==> src/hw/rtl/spg_pkg.sv <==
// Shared types and constants of the setpoint profile generator.
// No dependencies; imported by every module of the block.
package spg_pkg;

    localparam int ADDR_W      = 5;
    localparam int QUO_W       = 24;
    localparam int QUEUE_DEPTH = 4;
    localparam int PTR_W       = 2;
    localparam int CNT_W       = 3;
    localparam int CW          = 34;
    localparam int ATAN_ENTRIES = 24;

    localparam logic [2:0] REG_KIND   = 3'd0;
    localparam logic [2:0] REG_BASE   = 3'd1;
    localparam logic [2:0] REG_SECOND = 3'd2;
    localparam logic [2:0] REG_START  = 3'd3;
    localparam logic [2:0] REG_DUR    = 3'd4;
    localparam logic [2:0] REG_FREQ   = 3'd5;
    localparam logic [2:0] REG_PHASE  = 3'd6;

    localparam logic [1:0] KIND_CONST = 2'd0;
    localparam logic [1:0] KIND_STEP  = 2'd1;
    localparam logic [1:0] KIND_RAMP  = 2'd2;
    localparam logic [1:0] KIND_SINE  = 2'd3;

    localparam logic [1:0] SEL_BASE   = 2'd0;
    localparam logic [1:0] SEL_SECOND = 2'd1;
    localparam logic [1:0] SEL_RAMP   = 2'd2;
    localparam logic [1:0] SEL_SINE   = 2'd3;

    localparam logic signed [CW-1:0] CORDIC_ONE = 34'sd652032874;

    localparam logic [31:0] ATAN_TURNS [0:ATAN_ENTRIES-1] = '{
        32'd536870912, 32'd316933406, 32'd167458907, 32'd85004756, 32'd42667331,
        32'd21354465, 32'd10679838, 32'd5340245, 32'd2670163, 32'd1335087,
        32'd667544, 32'd333772, 32'd166886, 32'd83443, 32'd41722, 32'd20861,
        32'd10430, 32'd5215, 32'd2608, 32'd1304, 32'd652, 32'd326, 32'd163, 32'd81
    };

    typedef struct packed {
        logic [1:0]         kind;
        logic signed [23:0] base;
        logic signed [23:0] second;
        logic [31:0]        start;
        logic [31:0]        dur;
        logic [31:0]        freq;
        logic [15:0]        phase;
    } cfg_t;

    typedef struct packed {
        logic [1:0]  sel;
        logic [31:0] d;
    } q_entry_t;

    typedef struct packed {
        logic [1:0]           sel;
        logic                 neg;
        logic [31:0]          rem;
        logic [QUO_W-1:0]     nl;
        logic [QUO_W-1:0]     quo;
        logic signed [CW-1:0] x;
        logic signed [CW-1:0] y;
        logic signed [CW-1:0] z;
    } stage_t;

endpackage

==> src/hw/rtl/spg_cfg.sv <==
// APB register file of the setpoint profile generator.
// Depends on spg_pkg for the register map and cfg_t.
module spg_cfg import spg_pkg::*; (
    input  logic              aclk,
    input  logic              aresetn,
    input  logic              psel,
    input  logic              penable,
    input  logic              pwrite,
    input  logic [ADDR_W-1:0] paddr,
    input  logic [31:0]       pwdata,
    output logic [31:0]       prdata,
    output logic              pready,
    output cfg_t              cfg
);
    cfg_t cfg_reg;
    logic wr;
    logic [2:0] idx;

    assign pready = 1'b1;
    assign wr     = psel && penable && pwrite;
    assign idx    = paddr[ADDR_W-1:2];
    assign cfg    = cfg_reg;

    always_ff @(posedge aclk) begin
        if (!aresetn) begin
            cfg_reg.kind   <= KIND_CONST;
            cfg_reg.base   <= '0;
            cfg_reg.second <= '0;
            cfg_reg.start  <= '0;
            cfg_reg.dur    <= 32'd65536;
            cfg_reg.freq   <= '0;
            cfg_reg.phase  <= '0;
        end else if (wr) begin
            unique case (idx)
                REG_KIND:   cfg_reg.kind   <= pwdata[1:0];
                REG_BASE:   cfg_reg.base   <= pwdata[23:0];
                REG_SECOND: cfg_reg.second <= pwdata[23:0];
                REG_START:  cfg_reg.start  <= pwdata;
                REG_DUR:    cfg_reg.dur    <= pwdata;
                REG_FREQ:   cfg_reg.freq   <= pwdata;
                REG_PHASE:  cfg_reg.phase  <= pwdata[15:0];
                default: ;
            endcase
        end
    end

    always_comb begin
        unique case (idx)
            REG_KIND:   prdata = {30'b0, cfg_reg.kind};
            REG_BASE:   prdata = {8'b0, cfg_reg.base};
            REG_SECOND: prdata = {8'b0, cfg_reg.second};
            REG_START:  prdata = cfg_reg.start;
            REG_DUR:    prdata = cfg_reg.dur;
            REG_FREQ:   prdata = cfg_reg.freq;
            REG_PHASE:  prdata = {16'b0, cfg_reg.phase};
            default:    prdata = '0;
        endcase
    end

    a_kind_write: assert property (@(posedge aclk) disable iff (!aresetn)
        (wr && idx == REG_KIND) |=> (cfg_reg.kind == $past(pwdata[1:0])))
        else $error("profile kind write lost");

endmodule

==> config.mk <==
export PLATFORM = sky130hd
export DESIGN_NAME = spg_cfg
export DESIGN_NICKNAME = d
export VERILOG_FILES = /design/src/hw/rtl/spg_pkg.sv /design/src/hw/rtl/spg_cfg.sv
export SDC_FILE = /design/constraint.sdc
export NUM_CORES = 1
export LEC_CHECK = 0
export ABC_CLOCK_PERIOD_IN_PS = 2700
export BUFFER_PORTS_ARGS = -buffer_cell sky130_fd_sc_hd__buf_2
export CORE_ASPECT_RATIO = 0.5
export CORE_MARGIN = 3
export CORE_UTILIZATION = 50
export CTS_BUF_LIST = sky130_fd_sc_hd__clkbuf_8
export DETAILED_ROUTE_END_ITERATION = 12
export MAX_ROUTING_LAYER = met4
export PLACE_DENSITY = 0.79
export SYNTH_ARGS = -nofsm -noshare
export SYNTH_HDL_FRONTEND = slang
export SYNTH_SLANG_ARGS = --single-unit
==> constraint.sdc <==
create_clock -name aclk -period 2.7 [get_ports aclk]
set_input_delay 0.135 -clock aclk [delete_from_list [all_inputs] [get_ports aclk]]
set_output_delay 0.135 -clock aclk [all_outputs]
set_load 0.01 [all_outputs]
---- Yosys cells after proc, flatten, opt, wreduce, memory -nomap -nowiden ----
Index checks and enable logic that the tools add are counted.
W data, S select, Z words.
storage, ports and cells
  output and inout port bits .............. 195
  input bits .............................. 42
  logic and storage cells ................. 24
  flip-flop bits (word level) ............. 162
operators by class
  equality and inequality tests ........... 6
  reduce and logical (&&, ||, !) cells .... 10
  muxes and demuxes ....................... 1
operators by type and width
  kind                  number
  $pmux W32 S7          1
  $reduce_and A2 Y1     7
  $eq A3 B3 Y1 const B  3
  $eq A3 B2 Y1 const B  2
  $eq A3 B1 Y1 const B  1
  $logic_not A3 Y1      1
  $logic_and A1 B1 Y1   2

---- Depth between registers and ports, before layout ----
Gate-level depths: netlist of the first run.
  depth after elaboration ................. 3
  mapped depth ............................ 5
  mapped depth without buffers ............ 3

---- Least setup slack after synthesis of the first run ----
No wires, ideal clock.
  kind .................................... input -> output
  start ................................... input port paddr[3]
  end ..................................... output port prdata[11]
  stages .................................. 5
  arrival time ............................ 1.161 ns
  data required time ...................... 2.565 ns
  path buffers ............................ 2
  path slack .............................. 1.404 ns
  path through ............................ buf_2 buf_2 mux2_2 a221oi_1 a21oi_1
on the way
  longest elaborated chain between the ends .. 2
RTL lines
  element                               line           RTL
  from (decl)                           spg_cfg.sv:9   input logic [ADDR_W-1:0] paddr,
  $eq A3 B3 Y1 (tied with other cells)  spg_cfg.sv:48  unique case (idx)
  $pmux W32 S7 (*)                      spg_cfg.sv:48
  to (decl)                             spg_cfg.sv:11  output logic [31:0] prdata,
Every way passes the cells marked *; elsewhere a longest branch is shown, timed or not.

---- Worst setup path after layout of the first run ----
Ends and elaborated chain as after synthesis.

==> qor.yml, run 1 <==
outcome:
  status: "complete, no violations"
timing:
  worstMarginPinSlew_ps: 859
  timing.fmax_ghz: 0.493
  hold_viol_final: 0
  period_needed_ps: 2030
  rsz0062_at_grt: "no"
  skew_ps: 0
  relSlewSlack_pct: 42.7
  drv_slew: 0
  setup_violations: 0
  fin_tns_setup_ps: 0
  finalCritPeriodShare_pct: 75.1
setup_path:
  worstPathRequired_ps: 2570
  crit_start: "paddr[3]"
  cp-endpoint: "prdata[11]"
  r2r-end: "cfg[64]"
  arrival_ps: 1890
  worst-path-max-fanout: 20
  timing.rr.start: "cfg[64]"
  startpoint_type: "input pin"
  ff2ff_setup_slack_ps: 2000
  r2r_cells: 2
  crit_type: "input pin to output port"
  crit_path_end_kind: "output port"
power_and_ir_drop:
  ir_worst_vdd_mv: 0.354
  p_per_area_nw_per_um2: 516
  power_mw: 4.65
  p_leak_nw: 4.08
floorplanning:
  fp.dieW_um: 175
  io_pins: 237
  die_height_um: 90.6
  coreArea_um2: 13800
  initial_core_util_pct: 51.9
  fp-row-count: 30
  die_area_um2: 15900
clock_network:
  numCtsBuffers: 17
  h-tree-depth: 4
  cts_sinks: 162
  holdBufCountCts: 6
  clock_path_buffers: 2
  clk_latency_ps: 410
  cts-root-buf: "clkbuf_8"
  cts_tree: "done"
  path_clk_slew_ps: 80
  cts_resized: 0
  cts_setup_buffers: 0
placed_design:
  dp.final_hpwl_um: 14600
  gp_congestion: 0.837
  io_buffers: 233
global_route:
  grt_overflow: 0
  grt_pass1_wl_um: 33600
  grt.total_usage_pct: 26.8
  grt_max_degree: 69
  antenna_found_initial: 1
  grt_pass1_vias: 6283
min_path:
  hp-start: "pwdata[27]"
  min_path_type: "input pin to flop"
finish:
  nNetsFinal: 1000
  drive_above_1_share_pct: 32.0
  fillCellCount: 1139
  area_growth_pct: 25.8
  final_cell_mix: "buf_2, nand2_1, mux2i_1"
  final_common_cell: "buf_2"
  multi_input_area_um2: 3650
  largest_register_ffs: 162
  seqCellArea_um2: 3240
logic_synthesis:
  seq_area_frac_synth_pct: 45.3
  synth_area_leader_cell: "dfxtp_1"
  syn_inst: 735
  synth.avg_cell_area_um2: 9.74
  ys_ff_latch: 162
  ys_top_cells_by_area: "dfxtp_1, mux2i_1, nand2_1, mux2_2, a221oi_1"
  synth_nets: 777
  netlist_area_um2: 7160
  ys_types: 32
  yosys.area.top_type_share_pct: 45.3
  ys.warnings.count: 0
detailed_routing:
  wirelength_um: 21000
  wl_per_cell_um: 18.0
  vias: 6331
  first_pass_iters: 5
  first_iter_violations: 573
  drcViolationCount: 0
  viasPerCell: 5.44
  detail-route-antenna-nets: 0
job:
  max_cap_viol_count: 0
critical path, stage by stage:
cell	delay (ps)
buf_2	350
buf_4	400
nor2b_1	490
a221oi_1	200
a21oi_1	140
buf_2	140
logic make-up (layout without fill, tap and decap cells):
group / count (synthesis) / in the layout / synth area share, %
AO/OA/AOI/OAI: 73 / 73 / 7.69
buffers and inverters: 58 / 293 / 4.07
flip-flops: 162 / 162 / 45.3
multiplexers: 211 / 211 / 29.8
other: 1 / 2 / 0.0524
AND/OR/NAND/NOR: 230 / 230 / 13.0
how the worst min path moves through the flow:
stage / endpoint / slack, ps / cells after the start
after CTS: cfg[43] / 20 / 3
after global routing: cfg[43] / 30 / 3
after floorplan: cfg[40] / 320 / 2
after detailed placement: cfg[106] / 460 / 3
after global placement: cfg[109] / 440 / 3
final: cfg[107] / 40 / 3
metal layers:
| metal | wire length, um | track usage [%] | part of all wire, % | vias up |
|---|---|---|---|---|
| li1 | - | - | - | 3000 |
| met1 | 9170 | 34.2 | 44 | 3040 |
| met2 | 10100 | 43.4 | 48 | 256 |
| met3 | 1360 | 5.25 | 6.5 | 35 |
| met4 | 374 | 7.82 | 1.8 | 0 |
| met5 | 0 | - | 0 | - |
layout make-up:
class,count,area share (%)
Inverter,1,0.0417
Antenna cell,1,0.0278
Clock buffer,19,2.90
Sequential cell,162,36.0
Timing Repair Buffer,261,16.1
Multi-Input combinational cell,515,40.5
Clock inverter,12,1.75
Tap cell,192,2.67
per-stage QoR:
| stage | area [um^2] | hold WS [ps] | cells | worst slack [ps] | util (%) |
|---|---|---|---|---|---|
| finish | 9000 | 37.0 | 1163 | 673 | 65.4 |
| global route | 9000 | 33.9 | 1163 | 596 | 65.4 |
| CTS | 9000 | 16.6 | 1162 | 710 | 65.3 |
| detailed placement | 8520 | 456 | 1125 | 551 | 61.9 |
| global placement | 8520 | 439 | 1125 | 575 | 61.9 |
| floorplan | 7160 | 321 | 735 | 1400 | - |
synth_stat cells, drive strengths merged:
| cell | n |
|---|---|
| nor2b | 6 |
| and3b | 1 |
| o2bb2ai | 5 |
| nor2 | 7 |
| mux2i | 193 |
| nand4b | 1 |
| o311ai | 1 |
| inv | 1 |
| buf | 33 |
| o211ai | 4 |
| and2 | 3 |
| conb | 1 |
| clkbuf | 24 |
| nand4 | 1 |
| or3 | 2 |
| a21oi | 11 |
| o21a | 2 |
| a32oi | 4 |
| a221o | 5 |
| a2bb2oi | 13 |
| nor3b | 2 |
| o21ai | 11 |
| a221oi | 13 |
| nand2 | 204 |
| nand2b | 3 |
| mux2 | 18 |
| dfxtp | 162 |
| a22oi | 4 |
power breakdown:
group	switching [mW]	internal, mW	total (mW)
combinational	0.229	0.129	0.358
sequential	0.0139	2.40	2.42
clock	0.903	0.967	1.87
total	1.15	3.50	4.65
Note: power is estimated with default switching activity, not from simulation.
==> run 2, diff against run 1 <==
--- a/config.mk
+++ b/config.mk
@@ -5,15 +5,16 @@
 export SDC_FILE = /design/constraint.sdc
 export NUM_CORES = 1
 export LEC_CHECK = 0
-export ABC_CLOCK_PERIOD_IN_PS = 2700
+export ABC_AREA = 1
+export ABC_CLOCK_PERIOD_IN_PS = 1600
 export BUFFER_PORTS_ARGS = -buffer_cell sky130_fd_sc_hd__buf_2
 export CORE_ASPECT_RATIO = 0.5
 export CORE_MARGIN = 3
-export CORE_UTILIZATION = 50
+export CORE_UTILIZATION = 48
 export CTS_BUF_LIST = sky130_fd_sc_hd__clkbuf_8
 export DETAILED_ROUTE_END_ITERATION = 12
 export MAX_ROUTING_LAYER = met4
-export PLACE_DENSITY = 0.79
+export PLACE_DENSITY = 0.78
 export SYNTH_ARGS = -nofsm -noshare
 export SYNTH_HDL_FRONTEND = slang
 export SYNTH_SLANG_ARGS = --single-unit
==> constraint.sdc (replaced) <==
create_clock -name aclk -period 1.6 [get_ports aclk]
set_input_delay 0.08 -clock aclk [delete_from_list [all_inputs] [get_ports aclk]]
set_output_delay 0.08 -clock aclk [all_outputs]
set_load 0.01 [all_outputs]
==> qor.yml, run 2 <==
logic_synthesis:
  synth_edf_count: 0  # unchanged
  synth_nets: 1313  # +69%
  synthAdderAreaFrac_pct: 0  # unchanged
  yosys.area.top_type_share_pct: 41.0  # -4.3 points
  synth_top_family_by_area: "simple AND/OR/NAND/NOR gates"
  ys_top_cells_by_area: "dfxtp_1, nand2_1, nor2_1, nand3_1, inv_1"
  netlist_area_um2: 7910  # +10%
  syn_inst: 1271  # +73%
  synth_compound_area_share_pct: 0.0633  # -7.6 points
  seq_area_frac_synth_pct: 41.0  # -4.3 points
  synth-async-reset-ratio_pct: 0  # unchanged
  ys.warnings.count: 0  # unchanged
  synth-xor-area-share_pct: 0  # unchanged
  ys_ff_latch: 162  # unchanged
  ys.flop_type: "dfxtp_1"
  synthSimpleGateAreaFrac_pct: 49.7  # +37 points
  yosysMostFrequentCell: "nand2_1"
  synth_mux_area_share_pct: 0  # -30 points
  synth_area_leader_cell: "dfxtp_1"
  synth.avg_cell_area_um2: 6.22  # -36%
  ys_types: 21  # -34%
  netlist_top_cells_count: "nand2_1, nor2_1, dfxtp_1, nand3_1, inv_1"
floorplanning:
  die_area_um2: 18100  # +14%
  io_pins: 237  # unchanged
  fp-row-count: 32  # +6.7%
  die_height_um: 96.8  # +6.8%
  fp.dieW_um: 188  # +7.0%
  initial_core_util_pct: 50.1  # -1.8 points
  coreArea_um2: 15800  # +15%
outcome:
  status: "complete, no violations"
global_route:
  grt_overflow: 0  # unchanged
  grt_max_degree: 102  # +48%
  grt_util_met3_pct: 4.82  # -0.43 points
  use_met1_pct: 32.8  # -1.4 points
  grt_pass1_wl_um: 39600  # +18%
  grt.total_usage_pct: 27.2  # +0.42 points
  grt_use_met2_pct: 46.4  # +3.0 points
  grt_busiest_layer: "met2"
  grt_pass1_vias: 7816  # +24%
  antenna_found_initial: 0  # -1
power_and_ir_drop:
  p_leak_nw: 5.09  # +25%
  power_mw: 8.30  # +79%
  p_seq_share_pct: 49.7  # -2.4 points
  comb_power_share_pct: 9.6  # +1.9 points
  p_per_area_nw_per_um2: 843  # +63%
  ir_worst_vdd_mv: 0.521  # +47%
  clkPwrFrac_pct: 40.7  # +0.5 points
  p_sw_mw: 2.23  # +94%
  p_int_mw: 6.07  # +73%
  switching_share_pct: 26.8  # +2.2 points
finish:
  insertedDiodeCount: 0  # -1
  multi_input_area_um2: 3960  # +8.4%
  seqCellArea_um2: 3240  # unchanged
  fillCellCount: 1530  # +34%
  largest_register_ffs: 162  # unchanged
  area_growth_pct: 24.5
  drive_above_1_share_pct: 21.0  # -11 points
  nNetsFinal: 1524  # +52%
  final_common_cell: "nand2_1"
  final_cell_mix: "nand2_1, nor2_1, buf_2"
clock_network:
  h-tree-depth: 4  # unchanged
  path_clk_slew_ps: 100  # +20 ps
  cts-root-buf: "clkbuf_8"
  clk_latency_ps: 440  # +30 ps
  cts_sinks: 162  # unchanged
  clock_path_buffers: 2  # unchanged
  cts_tree: "done"
  numCtsBuffers: 17  # unchanged
  cts_resized: 0  # unchanged
timing:
  hold-worst-slack_ps: 19.4  # -17.6 ps
  hold_viol_final: 0  # unchanged
  timing.fmax_ghz: 0.697
  skew_ps: 0  # unchanged
  rsz0062_at_grt: "no"
  finalCritPeriodShare_pct: 89.7
  setup_violations: 0  # unchanged
  setup_slack_ps: 166  # -507 ps
  drv_slew: 0  # unchanged
  period_needed_ps: 1430
  fin_tns_setup_ps: 0  # unchanged
setup_path:
  crit_type: "input pin to output port"
  ff2ff_setup_slack_ps: 950  # -1050 ps
  worstPathRequired_ps: 1520  # -1050 ps
  startpoint_type: "input pin"
  arrival_ps: 1350  # -540 ps
  worst-path-max-fanout: 46  # +130%
  crit_path_end_kind: "output port"
detailed_routing:
  viasPerCell: 4.99  # -8.3%
  wl_per_cell_um: 14.4  # -20%
  detail-route-antenna-nets: 0  # unchanged
  vias: 8562  # +35%
  wirelength_um: 24700  # +18%
  first_pass_iters: 5  # unchanged
  drcViolationCount: 0  # unchanged
  first_iter_violations: 644  # +12%
job:
  max_cap_viol_count: 0  # unchanged
placed_design:
  dp_slack_ps: 170  # -381 ps
  gp_congestion: 0.895  # +7.0%
  io_buffers: 233  # unchanged
  dp.final_hpwl_um: 17200  # +18%
min_path:
  min_path_type: "input pin to flop"
run 2: cell count changes after synthesis, sizes merged, moves of 10 or more:
cell	change
nor2	+364
nand2	+222
mux2i	-193
nand3	+122
inv	+68
buf	+45
nand4	+35
clkbuf	-19
mux2	-18
a221oi	-13
a2bb2oi	-13
a21oi	-11
o21ai	-10
run 2: cells by family (layout without fill, tap and decap cells):
logic type,Yosys count,count (layout)
simple gates,955,955
flops,162,162
buf+inv,152,376
other cells,1,1
compound gates,1,1
run 2: final cells by class:
type                       instances  area share [%]
multi-input combinational        957            40.2
sequential                       162            33.0
timing repair buffer             275            16.9
tap                              221            2.81
inverter                          69            2.66
clock buffer                      17            2.38
clock inverter                    15            2.11
run 2: critical path, cell delays in order:
cell	delay, ps
buf_2	220
inv_2	180
nand2_1	110
nor2_4	120
buf_12	220
nand2_1	70
nand2_1	70
inv_1	40
nand2_1	80
buf_2	140
run 2: repair_timing:
action,in CTS,in global routing
buffers inserted,0,0
hold endpoints to repair,30,0
hold buffers,11,0
run 2: path summary, 6_finish.rpt:
check              from        end  depth (start not counted)
max            paddr[2]  prdata[8]                         10
min          pwdata[17]    cfg[33]                          5
max reg2reg    cfg[112]   cfg[112]                          2
min reg2reg    cfg[108]   cfg[108]                          2
run 2: power by group through the flow:
| stage | combinational (mW) | sequential [mW] | clock [mW] |
|---|---|---|---|
| 2_1_floorplan | 0.477 | 4.23 | 0 |
| 3_3_place_gp | 0.759 | 4.21 | 0 |
| 3_5_place_dp | 0.771 | 4.22 | 0 |
| 4_1_cts | 0.794 | 4.12 | 3.42 |
| 5_1_grt | 0.878 | 4.13 | 3.59 |
| 6_report | 0.799 | 4.12 | 3.37 |
run 2: metrics by stage:
stage	instances	util, %	area [um^2]
2_1_floorplan	1271	-	7910
3_3_place_gp	1673	58.9	9290
3_5_place_dp	1673	58.9	9290
4_1_cts	1716	62.4	9840
5_1_grt	1716	62.4	9840
6_report	1716	62.4	9840
run 2: layer usage:
metal / wire (um) / up-vias
met3: 1650 / 49
li1: - / 4315
met2: 12000 / 309
met1: 10400 / 3889
met4: 620 / 0
met5: 0 / -
