[src/hw/rtl/spg_pkg.sv]
// Shared types and constants of the setpoint profile generator.
// No dependencies; imported by every module of the block.
package spg_pkg;

    localparam int ADDR_W      = 5;
    localparam int QUO_W       = 24;
    localparam int QUEUE_DEPTH = 4;
    localparam int PTR_W       = 2;
    localparam int CNT_W       = 3;
    localparam int CW          = 34;
    localparam int ATAN_ENTRIES = 24;

    localparam logic [2:0] REG_KIND   = 3'd0;
    localparam logic [2:0] REG_BASE   = 3'd1;
    localparam logic [2:0] REG_SECOND = 3'd2;
    localparam logic [2:0] REG_START  = 3'd3;
    localparam logic [2:0] REG_DUR    = 3'd4;
    localparam logic [2:0] REG_FREQ   = 3'd5;
    localparam logic [2:0] REG_PHASE  = 3'd6;

    localparam logic [1:0] KIND_CONST = 2'd0;
    localparam logic [1:0] KIND_STEP  = 2'd1;
    localparam logic [1:0] KIND_RAMP  = 2'd2;
    localparam logic [1:0] KIND_SINE  = 2'd3;

    localparam logic [1:0] SEL_BASE   = 2'd0;
    localparam logic [1:0] SEL_SECOND = 2'd1;
    localparam logic [1:0] SEL_RAMP   = 2'd2;
    localparam logic [1:0] SEL_SINE   = 2'd3;

    localparam logic signed [CW-1:0] CORDIC_ONE = 34'sd652032874;

    localparam logic [31:0] ATAN_TURNS [0:ATAN_ENTRIES-1] = '{
        32'd536870912, 32'd316933406, 32'd167458907, 32'd85004756, 32'd42667331,
        32'd21354465, 32'd10679838, 32'd5340245, 32'd2670163, 32'd1335087,
        32'd667544, 32'd333772, 32'd166886, 32'd83443, 32'd41722, 32'd20861,
        32'd10430, 32'd5215, 32'd2608, 32'd1304, 32'd652, 32'd326, 32'd163, 32'd81
    };

    typedef struct packed {
        logic [1:0]         kind;
        logic signed [23:0] base;
        logic signed [23:0] second;
        logic [31:0]        start;
        logic [31:0]        dur;
        logic [31:0]        freq;
        logic [15:0]        phase;
    } cfg_t;

    typedef struct packed {
        logic [1:0]  sel;
        logic [31:0] d;
    } q_entry_t;

    typedef struct packed {
        logic [1:0]           sel;
        logic                 neg;
        logic [31:0]          rem;
        logic [QUO_W-1:0]     nl;
        logic [QUO_W-1:0]     quo;
        logic signed [CW-1:0] x;
        logic signed [CW-1:0] y;
        logic signed [CW-1:0] z;
    } stage_t;

endpackage

[src/hw/rtl/spg_queue.sv]
// Short request queue between the front and back parts.
// Depends on spg_pkg for q_entry_t and the queue depth.
module spg_queue import spg_pkg::*; (
    input  logic     aclk,
    input  logic     aresetn,
    input  logic     push,
    input  q_entry_t push_entry,
    output logic     full,
    input  logic     pop,
    output logic     valid,
    output q_entry_t head
);
    q_entry_t mem_reg [0:QUEUE_DEPTH-1];
    logic [PTR_W-1:0] wr_ptr_reg, rd_ptr_reg;
    logic [CNT_W-1:0] count_reg, count_next;

    assign full  = (count_reg == CNT_W'(QUEUE_DEPTH));
    assign valid = (count_reg != '0);
    assign head  = mem_reg[rd_ptr_reg];

    always_comb begin
        count_next = count_reg;
        if (push && !pop)
            count_next = count_reg + 1'b1;
        else if (pop && !push)
            count_next = count_reg - 1'b1;
    end

    always_ff @(posedge aclk) begin
        if (!aresetn) begin
            wr_ptr_reg <= '0;
            rd_ptr_reg <= '0;
            count_reg  <= '0;
        end else begin
            if (push)
                wr_ptr_reg <= wr_ptr_reg + 1'b1;
            if (pop)
                rd_ptr_reg <= rd_ptr_reg + 1'b1;
            count_reg <= count_next;
        end
    end

    always_ff @(posedge aclk) begin
        if (push)
            mem_reg[wr_ptr_reg] <= push_entry;
    end

    a_count_bound: assert property (@(posedge aclk) disable iff (!aresetn)
        count_reg <= CNT_W'(QUEUE_DEPTH))
        else $error("queue count overflow");

    a_no_underflow: assert property (@(posedge aclk) disable iff (!aresetn)
        pop |-> valid)
        else $error("queue pop while empty");

endmodule

[src/hw/rtl/spg_front.sv]
// Front part: accepts sample times, classifies them against the profile.
// Depends on spg_pkg and spg_queue.
module spg_front import spg_pkg::*; (
    input  logic        aclk,
    input  logic        aresetn,
    input  cfg_t        cfg,
    input  logic        s_valid,
    output logic        s_ready,
    input  logic [31:0] s_sample_time,
    input  logic        q_pop,
    output logic        q_valid,
    output q_entry_t    q_head
);
    q_entry_t entry;
    logic full, push, ge, gt;
    logic [31:0] d;

    assign ge      = s_sample_time >= cfg.start;
    assign gt      = s_sample_time > cfg.start;
    assign d       = s_sample_time - cfg.start;
    assign s_ready = !full;
    assign push    = s_valid && s_ready;

    always_comb begin
        entry.d = d;
        unique case (cfg.kind)
            KIND_CONST: entry.sel = SEL_BASE;
            KIND_STEP:  entry.sel = ge ? SEL_SECOND : SEL_BASE;
            KIND_RAMP: begin
                if (!gt)
                    entry.sel = SEL_BASE;
                else if (cfg.dur == '0 || d >= cfg.dur)
                    entry.sel = SEL_SECOND;
                else
                    entry.sel = SEL_RAMP;
            end
            KIND_SINE:  entry.sel = ge ? SEL_SINE : SEL_BASE;
            default:    entry.sel = SEL_BASE;
        endcase
    end

    spg_queue u_queue (
        .aclk       (aclk),
        .aresetn    (aresetn),
        .push       (push),
        .push_entry (entry),
        .full       (full),
        .pop        (q_pop),
        .valid      (q_valid),
        .head       (q_head)
    );

endmodule

[config.mk]
export PLATFORM = sky130hd
export DESIGN_NAME = spg_front
export DESIGN_NICKNAME = d
export VERILOG_FILES = /design/src/hw/rtl/spg_pkg.sv /design/src/hw/rtl/spg_queue.sv /design/src/hw/rtl/spg_front.sv
export SDC_FILE = /design/constraint.sdc
export NUM_CORES = 1
export LEC_CHECK = 0
export ABC_AREA = 1
export BUFFER_PORTS_ARGS = -buffer_cell sky130_fd_sc_hd__buf_2
export CORE_UTILIZATION = 58
export DETAILED_ROUTE_END_ITERATION = 16
export GPL_TIMING_DRIVEN = 0
export HOLD_SLACK_MARGIN = 0.05
export PLACE_DENSITY_LB_ADDON = 0.2
export SLEW_MARGIN = 25
export SYNTH_ARGS = -nofsm -noshare
export SYNTH_HDL_FRONTEND = slang
export SYNTH_SLANG_ARGS = --single-unit
[constraint.sdc]
create_clock -name aclk -period 9.55 [get_ports aclk]
set_clock_uncertainty 0.2 [all_clocks]
set_input_delay 1.91 -clock aclk [delete_from_list [all_inputs] [get_ports aclk]]
set_output_delay 1.91 -clock aclk [all_outputs]
set_load 0.005 [all_outputs]
* Word level (Yosys, flattened, before mapping) *
Memory sizes are Yosys's and may differ from the RTL's. A register that Yosys moved wholly into a read port is not among the register bits.
Index checks and enable logic that the tools add are counted.
Widths: inputs -> output; s select.

storage, ports and cells
  register bits after elaboration = 7
  RAM bits = 136
  input port bits = 198
  output and inout port bits = 36
  logic and storage cells = 38
  memories kept = 1

cells by class
  add/subtract/negate cells = 5
  order comparisons = 3
  equality and inequality tests = 4
  multiplexer cells = 11
  reductions and logical operators = 11

memories
  name             words  bits a word  rd ports  clocked after Yosys merged registers in  write ports  line             source
  u_queue.mem_reg  4      34           1         1                                        1            spg_queue.sv:13  q_entry_t mem_reg [0:QUEUE_DEPTH-1];

operator list
  kind                 number
  $ge 32x32->1         2
  $gt 32x32->1         1
  $logic_not 32->1     1
  $sub 32x32->32       1
  $mux 2               5
  $pmux 2 s4           1
  $mux 3               2
  $add 2x1->2 const B  2
  $eq 2x2->1 const B   2
  $add 3x1->3 const B  1
  $eq 3x3->1 const B   1
  $logic_and 1x1->1    3
  $logic_not 1->1      3
  $mux 1               3
  $reduce_bool 3->1    1
  $sub 3x1->3 const B  1
  $eq 2x1->1 const B   1
  $logic_not 2->1      1
  $reduce_bool 2->1    1
  $logic_or 1x1->1     1

* Logic depth before layout (Yosys ltp) *
Gate-level depths: netlist (run 1).

  depth in word-level cells = 7
  depth in mapped cells = 25

* Cells and area by module *
From an unflattened synthesis (run 1), not the netlist that was laid out.

unflattened totals
  cell total of the unflattened synthesis = 982
  area total of the unflattened synthesis = 8936.1 µm²

modules (own cells, without submodules)
  module     times used  cells an instance  area each (µm²)  seq. area each (µm²)
  spg_queue  1           388                5693.0           4264.1
  spg_front  1           594                3243.1           0.0

* Least setup slack after synthesis (run 1) *
No wires, ideal clock.

  kind = input to register
  start = in s_sample_time[0]
  end = mem u_queue.mem_reg[0][33] in the netlist's numbering, data pin
  setup time = 271 ps
  arrival = 4167 ps
  slack = 4912 ps
  stages on the path = 24
  cell sequence = inv_1 -> ha_1 -> inv_1 -> fa_1 -> nand2_1 -> nand2_1 -> nand3_1 -> nand2_2 -> nand2_2 -> nand2_2 -> nand2_2 -> nand2_2 -> nand2_2 -> nand2_1 -> nand2_1 -> nand2_1 -> ha_1 -> nand2_1 -> nor2_1 -> nand4_1 -> nor4_1 -> nand2_1 -> nand2_1 -> o21ai_1

RTL lines
  element      line             source
  from (decl)  spg_front.sv:9   input logic [31:0] s_sample_time,
  to (decl)    spg_queue.sv:13

==> results of run 1 <==
==> logic make-up after synthesis <==
logic type / count (synthesis)
DFF: 145
and+or+nand+nor: 367
AOI/OAI and AO/OA: 195
adders and majority gates: 71
xor gates and xnor gates: 20
buffers and inverters: 155
==> through the flow <==
step	utilization, %	setup slack [ns]
3_5_place_dp	68.0	4.16
3_3_place_gp	67.0	4.15
4_1_cts	72.1	4.59
6_report	72.1	4.53
5_1_grt	72.1	4.26
2_1_floorplan	-	4.91
==> power breakdown <==
group | switching [mW] | total, mW | leakage, nW | internal (mW)
clock network | 0.257 | 0.643 | 0.262 | 0.386
registers | 0.0140 | 0.796 | 1.32 | 0.782
logic | 0.283 | 0.436 | 3.00 | 0.153
==> layer usage <==
metal,GRT usage (%),vias up,wire [um]
met5,0,-,0
met4,12.5,0,608
met3,5.35,51,1490
met2,49.4,319,10200
met1,35.4,3241,8450
li1,-,3558,-
==> placed cells by master, fill, tap and decap left out, drive strengths merged, types with 2 or more instances in the layout <==
| master | instances |
|---|---|
| nand4 | 10 |
| fa | 2 |
| clkinv | 2 |
| nor2 | 146 |
| ha | 69 |
| xnor2 | 2 |
| o22ai | 34 |
| o21bai | 3 |
| inv | 137 |
| edfxtp | 136 |
| buf | 145 |
| a21o | 5 |
| nand2 | 166 |
| o21a | 2 |
| nor3 | 6 |
| o21ai | 93 |
| bufinv | 2 |
| nand3 | 29 |
| xor2 | 18 |
| a21oi | 56 |
| nor4 | 6 |
| or2 | 2 |
| clkinvlp | 7 |
| dfxtp | 9 |
| clkbuf | 34 |
==> worst max-delay path: cells and delay by family <==
family	cells	cell delay [ns]
adders and majority gates	2	0.72
AOI/OAI and AO/OA	2	0.39
buffers and inverters	2	0.10
and+or+nand+nor	15	1.83
==> cell type report <==
cell class	count	area, um^2	share of cell area, %
clock buffers	17	425	4.18
well taps	180	225	2.21
clock inverters	14	159	1.56
plain buffers	21	83.8	0.824
inverters	134	503	4.95
multi-input cells	653	3710	36.5
flip-flops and latches	145	4260	41.9
repair buffers	141	796	7.83
==> final timing paths <==
kind,from,slack [ns],end
min,u_queue.rd_ptr_reg[1],0.28,u_queue.rd_ptr_reg[1]
max reg2reg,u_queue.count_reg[0],7.31,u_queue.count_reg[2]
min reg2reg,u_queue.rd_ptr_reg[1],0.28,u_queue.rd_ptr_reg[1]
max,cfg[95],4.53,u_queue.mem_reg[0][33]
==> cells in the mapped netlist, types with 3 or more instances <==
cell type / instances
a21o_1: 5
a21oi_1: 56
buf_2: 4
clkbuf_1: 17
dfxtp_1: 9
edfxtp_1: 136
ha_1: 69
inv_1: 132
nand2_1: 152
nand2_2: 14
nand3_1: 29
nand4_1: 10
nor2_1: 139
nor2_2: 7
nor3_2: 4
nor4_1: 5
o21ai_0: 90
o21bai_1: 3
o22ai_1: 34
xor2_1: 18
==> impl_metrics.csv, run 1 <==
group,metric,value,unit
power,ir_drop,0.0925,mV
die,die_area,15200,um^2
timing,max_freq,0.199,GHz
die,io-pin-count,234,
timing,hold_viol,0,
clock_network,cts_resized,0,
worst_setup_path,cp-start-kind,"input pin",
die,initial_utilization,60.5,%
place,dp_hpwl,15.7,mm
worst_setup_path,cp_slowest_stage_delay,0.36,ns
timing,rsz0062_at_grt,"no",
flow_run,drv_cap,0,
global_routing,grt_overflow_total,0,
worst_setup_path,crit_slowest_cell,"ha_1",
yosys,synth_top_area_share,47.9,%
timing,hold_ws,0.280,ns
yosys,yosys.area.top_type,"edfxtp_1",
place,post-place-cells,1274,
global_routing,grt_max_degree,23,
place,routabilityCongestion,0.933,
worst_setup_path,required,9.49,ns
yosys,synth_compound_area_share,12.3,%
die,die_h,123,um
final_layout,diodes,0,
timing,slew-limit-headroom,53.8,%
clock_network,hold_buffers,0,
yosys,postSynthAreaPerCell,8.95,um^2
yosys,netlist_area,8530,um^2
yosys,synth_edf_count,136,
final_layout,drive_gt1_share,18.7,%
die,die_x,123,um
detailed_routing,drtIter0Drc,620,
yosys,muxShareOfSynthArea,0,%
clock_network,path_clk_slew,0.06,ns
yosys,yosys_warnings,0,
yosys,synth_area_leaders,"edfxtp_1, ha_1, nand2_1",
worst_setup_path,cp.arrival,4.96,ns
clock_network,cts_setup_buffers,0,
detailed_routing,vias,7169,
die,core_area,14100,um^2
detailed_routing,dr.pass1.iters,5,
worst_setup_path,critPathMaxFanout,5,
global_routing,grtUsageTotal,28.8,%
yosys,synth_flop_cell,"edfxtp_1",
clock_network,htree_levels,4,
worst_setup_path,critPathKind,"input pin to flip-flop",
min_path,whs_path_depth,1,
die,row_count,43,
yosys,synthSimpleGateAreaFrac,18.2,%
global_routing,antenna_found_initial,0,
detailed_routing,vias_per_cell,5.49,
final_layout,final_nets,1382,
timing,final-setup-viol-count,0,
clock_network,root_buffer,"clkbuf_16",
run_status,status,"completed",
timing,finalMaxSlewViolations,0,
worst_setup_path,cp-end-kind,"flip-flop",
place,placedInstanceArea,9580,um^2
final_layout,largest_reg_flops,136,
clock_network,cts_tree,"done",
detailed_routing,drc_errors,0,
power,p_per_area,184,nW/um^2
yosys,synth_seq_cells,145,
clock_network,clk_latency,0.42,ns
power,report.power.total,1.87,mW
timing,tns,0,ns
timing,worst_pin_slew,0.691,ns
yosys,synth_top_family_by_area,"simple AND/OR/NAND/NOR gates",
yosys,synth.yosys.seq_area_share,50.0,%
yosys,syn_inst,953,
final_layout,layout.cells.non_filler,1305,
final_layout,fillers,1071,
final_layout,fin_area,10200,um^2
place,io_buffers,137,
yosys,ys_types,34,
yosys,synth_xor_area_share,2.05,%
global_routing,grt_pass1_wl,32.1,mm
yosys,synthAdderAreaFrac,10.6,%
timing,fin_crit_sh,52.5,%
detailed_routing,wire_per_inst,15.9,um
detailed_routing,wl,20.7,mm
clock_network,clock-sinks,145,
timing,period_minus_slack,5.02,ns
yosys,syn-num-nets,1222,
worst_setup_path,worstPathCellList,"buf_2 -> inv_1 -> ha_1 -> a21oi_1 -> nor2_1 -> nor2_2 -> nor2_1 -> nor2_1 -> nor2_1 -> nor2_1 -> nand2_1 -> nand2_1 -> nand2_1 -> ha_1 -> nand2_1 -> nor2_1 -> nand4_1 -> nor4_1 -> nand2_1 -> nand2_1 -> o21ai_1",
yosys,synthArstFlopShare,0,%
global_routing,grt_pass1_vias,6669,
power,p_leak,4.58,nW
clock_network,cts_buffers,17,
detailed_routing,ant_nets,0,
worst_setup_path,r2r_cells,12,
final_layout,areaGrowthSynthToFinish,19.2,%
min_path,hp-class,"flip-flop to flip-flop",
clock_network,clock_path_buffers,2,
Note: power is estimated with default switching activity, not from simulation.
==> run 2, diff against run 1 <==
--- a/config.mk
+++ b/config.mk
@@ -5,9 +5,9 @@
 export SDC_FILE = /design/constraint.sdc
 export NUM_CORES = 1
 export LEC_CHECK = 0
-export ABC_AREA = 1
+export ABC_AREA = 0
 export BUFFER_PORTS_ARGS = -buffer_cell sky130_fd_sc_hd__buf_2
-export CORE_UTILIZATION = 58
+export CORE_UTILIZATION = 48
 export DETAILED_ROUTE_END_ITERATION = 16
 export GPL_TIMING_DRIVEN = 0
 export HOLD_SLACK_MARGIN = 0.05
==> constraint.sdc (replaced) <==
create_clock -name aclk -period 4.2 [get_ports aclk]
set_clock_uncertainty 0.2 [all_clocks]
set_input_delay 0.84 -clock aclk [delete_from_list [all_inputs] [get_ports aclk]]
set_output_delay 0.84 -clock aclk [all_outputs]
set_load 0.005 [all_outputs]
==> impl_metrics.csv, run 2 <==
group,metric,value,unit
worst_setup_path,r2r_cells,10,
final_layout,final_nets,1109,
yosys,yosysMostFrequentCell,"edfxtp_1",
final_layout,drive_gt1_share,36.3,%
worst_setup_path,r2r-start,"u_queue.count_reg[0]",
worst_setup_path,cp-end-kind,"flip-flop",
clock_network,cts_buffers,17,
detailed_routing,wl,20.6,mm
yosys,synth_top_family_by_area,"compound AO/OA/AOI/OAI gates",
die,die_area,17800,um^2
yosys,syn_inst,663,
global_routing,grt_max_degree,22,
die,initial_utilization,49.5,%
min_path,whs_path_depth,2,
detailed_routing,drc_errors,0,
global_routing,grt_pass1_wl,32.1,mm
final_layout,layout_commonest_cell,"buf_2",
min_path,hold_path.startpoint,"u_queue.count_reg[2]",
timing,setup_ws,-0.129,ns
yosys,yosys.area.top_type,"edfxtp_1",
final_layout,final_util,63.3,%
detailed_routing,highest_layer,"met4",
place,dp_hpwl,15.2,mm
timing,slew-limit-headroom,53.3,%
detailed_routing,ant_nets,0,
worst_setup_path,required,4.24,ns
global_routing,grtUsageTotal,24.1,%
global_routing,antenna_found_initial,0,
final_layout,areaGrowthSynthToFinish,27.9,%
timing,worst_pin_slew,0.700,ns
timing,final-setup-viol-count,8,
place,pre_cts_slack,-1.07,ns
yosys,synthArstFlopShare,0,%
flow_run,drv_cap,0,
clock_network,cts_tree,"done",
run_status,status,"complete, but fails checks",
global_routing,grt_pass1_vias,6200,
run_status,violations,"negative setup slack",
detailed_routing,vias,6074,
yosys,synth_top_area_share,49.2,%
timing,finalMaxSlewViolations,0,
yosys,synthAdderAreaFrac,10.9,%
die,die_x,133,um
detailed_routing,wire_per_inst,19.2,um
power,p_per_area,447,nW/um^2
min_path,hold_end,"u_queue.count_reg[2]",
yosys,ys_types,56,
clock_network,root_buffer,"clkbuf_16",
detailed_routing,dr.pass1.iters,5,
die,core_area,16800,um^2
clock_network,path_clk_slew,0.06,ns
yosys,synthSimpleGateAreaFrac,8.52,%
worst_setup_path,critPathMaxFanout,4,
power,ir_drop,0.277,mV
timing,period_minus_slack,4.33,ns
final_layout,mostFrequentLayoutCells,"buf_2, edfxtp_1, inv_1",
timing,max_freq,0.231,GHz
worst_setup_path,r2r-end,"u_queue.count_reg[2]",
worst_setup_path,cp.arrival,4.37,ns
die,die_h,133,um
timing,hold_viol,0,
worst_setup_path,critPathKind,"input pin to flip-flop",
yosys,synthTopCellsByCount,"edfxtp_1, inv_1, ha_1",
timing,rsz0062_at_grt,"yes",
yosys,netlist_area,8300,um^2
die,io-pin-count,234,
yosys,synth.yosys.seq_area_share,51.4,%
global_routing,grt_overflow_total,0,
yosys,synth_flop_cell,"edfxtp_1",
yosys,yosys_warnings,0,
detailed_routing,dr_wl_met3,1.11,mm
worst_setup_path,r2r_slack,1.64,ns
clock_network,htree_levels,4,
power,p_leak,4.31,nW
final_layout,fin_area,10600,um^2
timing,fin_crit_sh,103,%
detailed_routing,met1_length,8.82,mm
die,row_count,47,
yosys,synth_seq_cells,145,
clock_network,clock-sinks,145,
final_layout,largest_reg_flops,136,
place,io_buffers,137,
clock_network,clk_latency,0.42,ns
yosys,synth_compound_area_share,11.7,%
min_path,hp-class,"flip-flop to flip-flop",
detailed_routing,drtIter0Drc,423,
detailed_routing,vias_per_cell,5.66,
clock_network,hold_buffers,0,
timing,tns,-0.746,ns
yosys,syn-num-nets,932,
yosys,postSynthAreaPerCell,12.5,um^2
yosys,synth_edf_count,136,
place,routabilityCongestion,0.889,
worst_setup_path,cp-start-kind,"input pin",
place,placedInstanceArea,9460,um^2
yosys,muxShareOfSynthArea,9.35,%
clock_network,clock_path_buffers,2,
detailed_routing,dr_wl_met2,10.2,mm
yosys,synth_xor_area_share,3.27,%
yosys,synth_area_leaders,"edfxtp_1, ha_1, mux4_2",
final_layout,diodes,0,
## run 2: cell type report
type | instances | area, um^2
Fill cell | 1260 | 6150
Sequential cell | 145 | 4260
Multi-Input combinational cell | 412 | 4100
Timing Repair Buffer | 163 | 967
Clock buffer | 17 | 425
Inverter | 88 | 343
Tap cell | 220 | 275
Clock inverter | 15 | 180
Buffer | 13 | 57.6
## run 2: logic make-up (layout without fill, tap and decap cells)
kind of cell             count (synthesis)  after routing
AND/OR/NAND/NOR                        134            134
XOR/XNOR                                31             31
multiplexers                            35             35
AO/OA/AOI/OAI                          141            141
buffers and inverters                  106            296
flip-flops                             145            145
adder cells (fa/ha/maj)                 71             71
## run 2: per-stage QoR
step	instances	power, mW	hold slack, ns
floorplan	663	2.64	0.273
global placement	1020	3.00	0.283
detailed placement	1024	3.08	0.349
CTS	1068	4.68	0.359
global route	1073	4.96	0.381
finish	1073	4.75	0.358
## run 2: report_power, final
group          internal, mW  switching [mW]
Clock                 0.940           0.592
Combinational         0.590           0.737
Sequential             1.84          0.0494
## run 2: worst max-delay path by stage
stage | cells after the start | start | endpoint
4_1_cts | 20 | s_sample_time[0] | u_queue.mem_reg[1][33]
5_1_grt | 20 | s_sample_time[0] | u_queue.mem_reg[0][33]
3_5_place_dp | 18 | s_sample_time[0] | u_queue.mem_reg[2][33]
3_3_place_gp | 18 | s_sample_time[0] | u_queue.mem_reg[0][33]
2_1_floorplan | 19 | s_sample_time[0] | u_queue.mem_reg[0][33]
6_report | 21 | s_sample_time[0] | u_queue.mem_reg[1][33]
## run 2: critical path: stages
cell and delay, ns:
buf_8 0.11, inv_12 0.04, ha_4 0.13, inv_2 0.04, fa_2 0.41, a21oi_4 0.19
o21ai_4 0.09, a21oi_4 0.20, o311ai_4 0.15, buf_4 0.18, a21oi_4 0.21, buf_6 0.14
xnor2_4 0.10, ha_4 0.19, a21o_1 0.17, a21o_1 0.17, a221oi_2 0.33, o21ai_2 0.14
nor3_2 0.19, a22oi_1 0.11, nor2_2 0.22
## run 2: timing repair
action / in CTS / in global routing
resized for setup: 30 / 47
setup buffers: 13 / 9
endpoints found under the setup margin: 8 / 8
pin swaps: 24 / 36
endpoints found under the hold margin: 0 / 0
## run 2: per-layer routing
metal / vias to the layer above / GRT usage (%)
li1: 2868 / -
met1: 2952 / 31.2
met2: 219 / 40.2
met3: 35 / 4.68
met4: 0 / 9.03
met5: - / 0
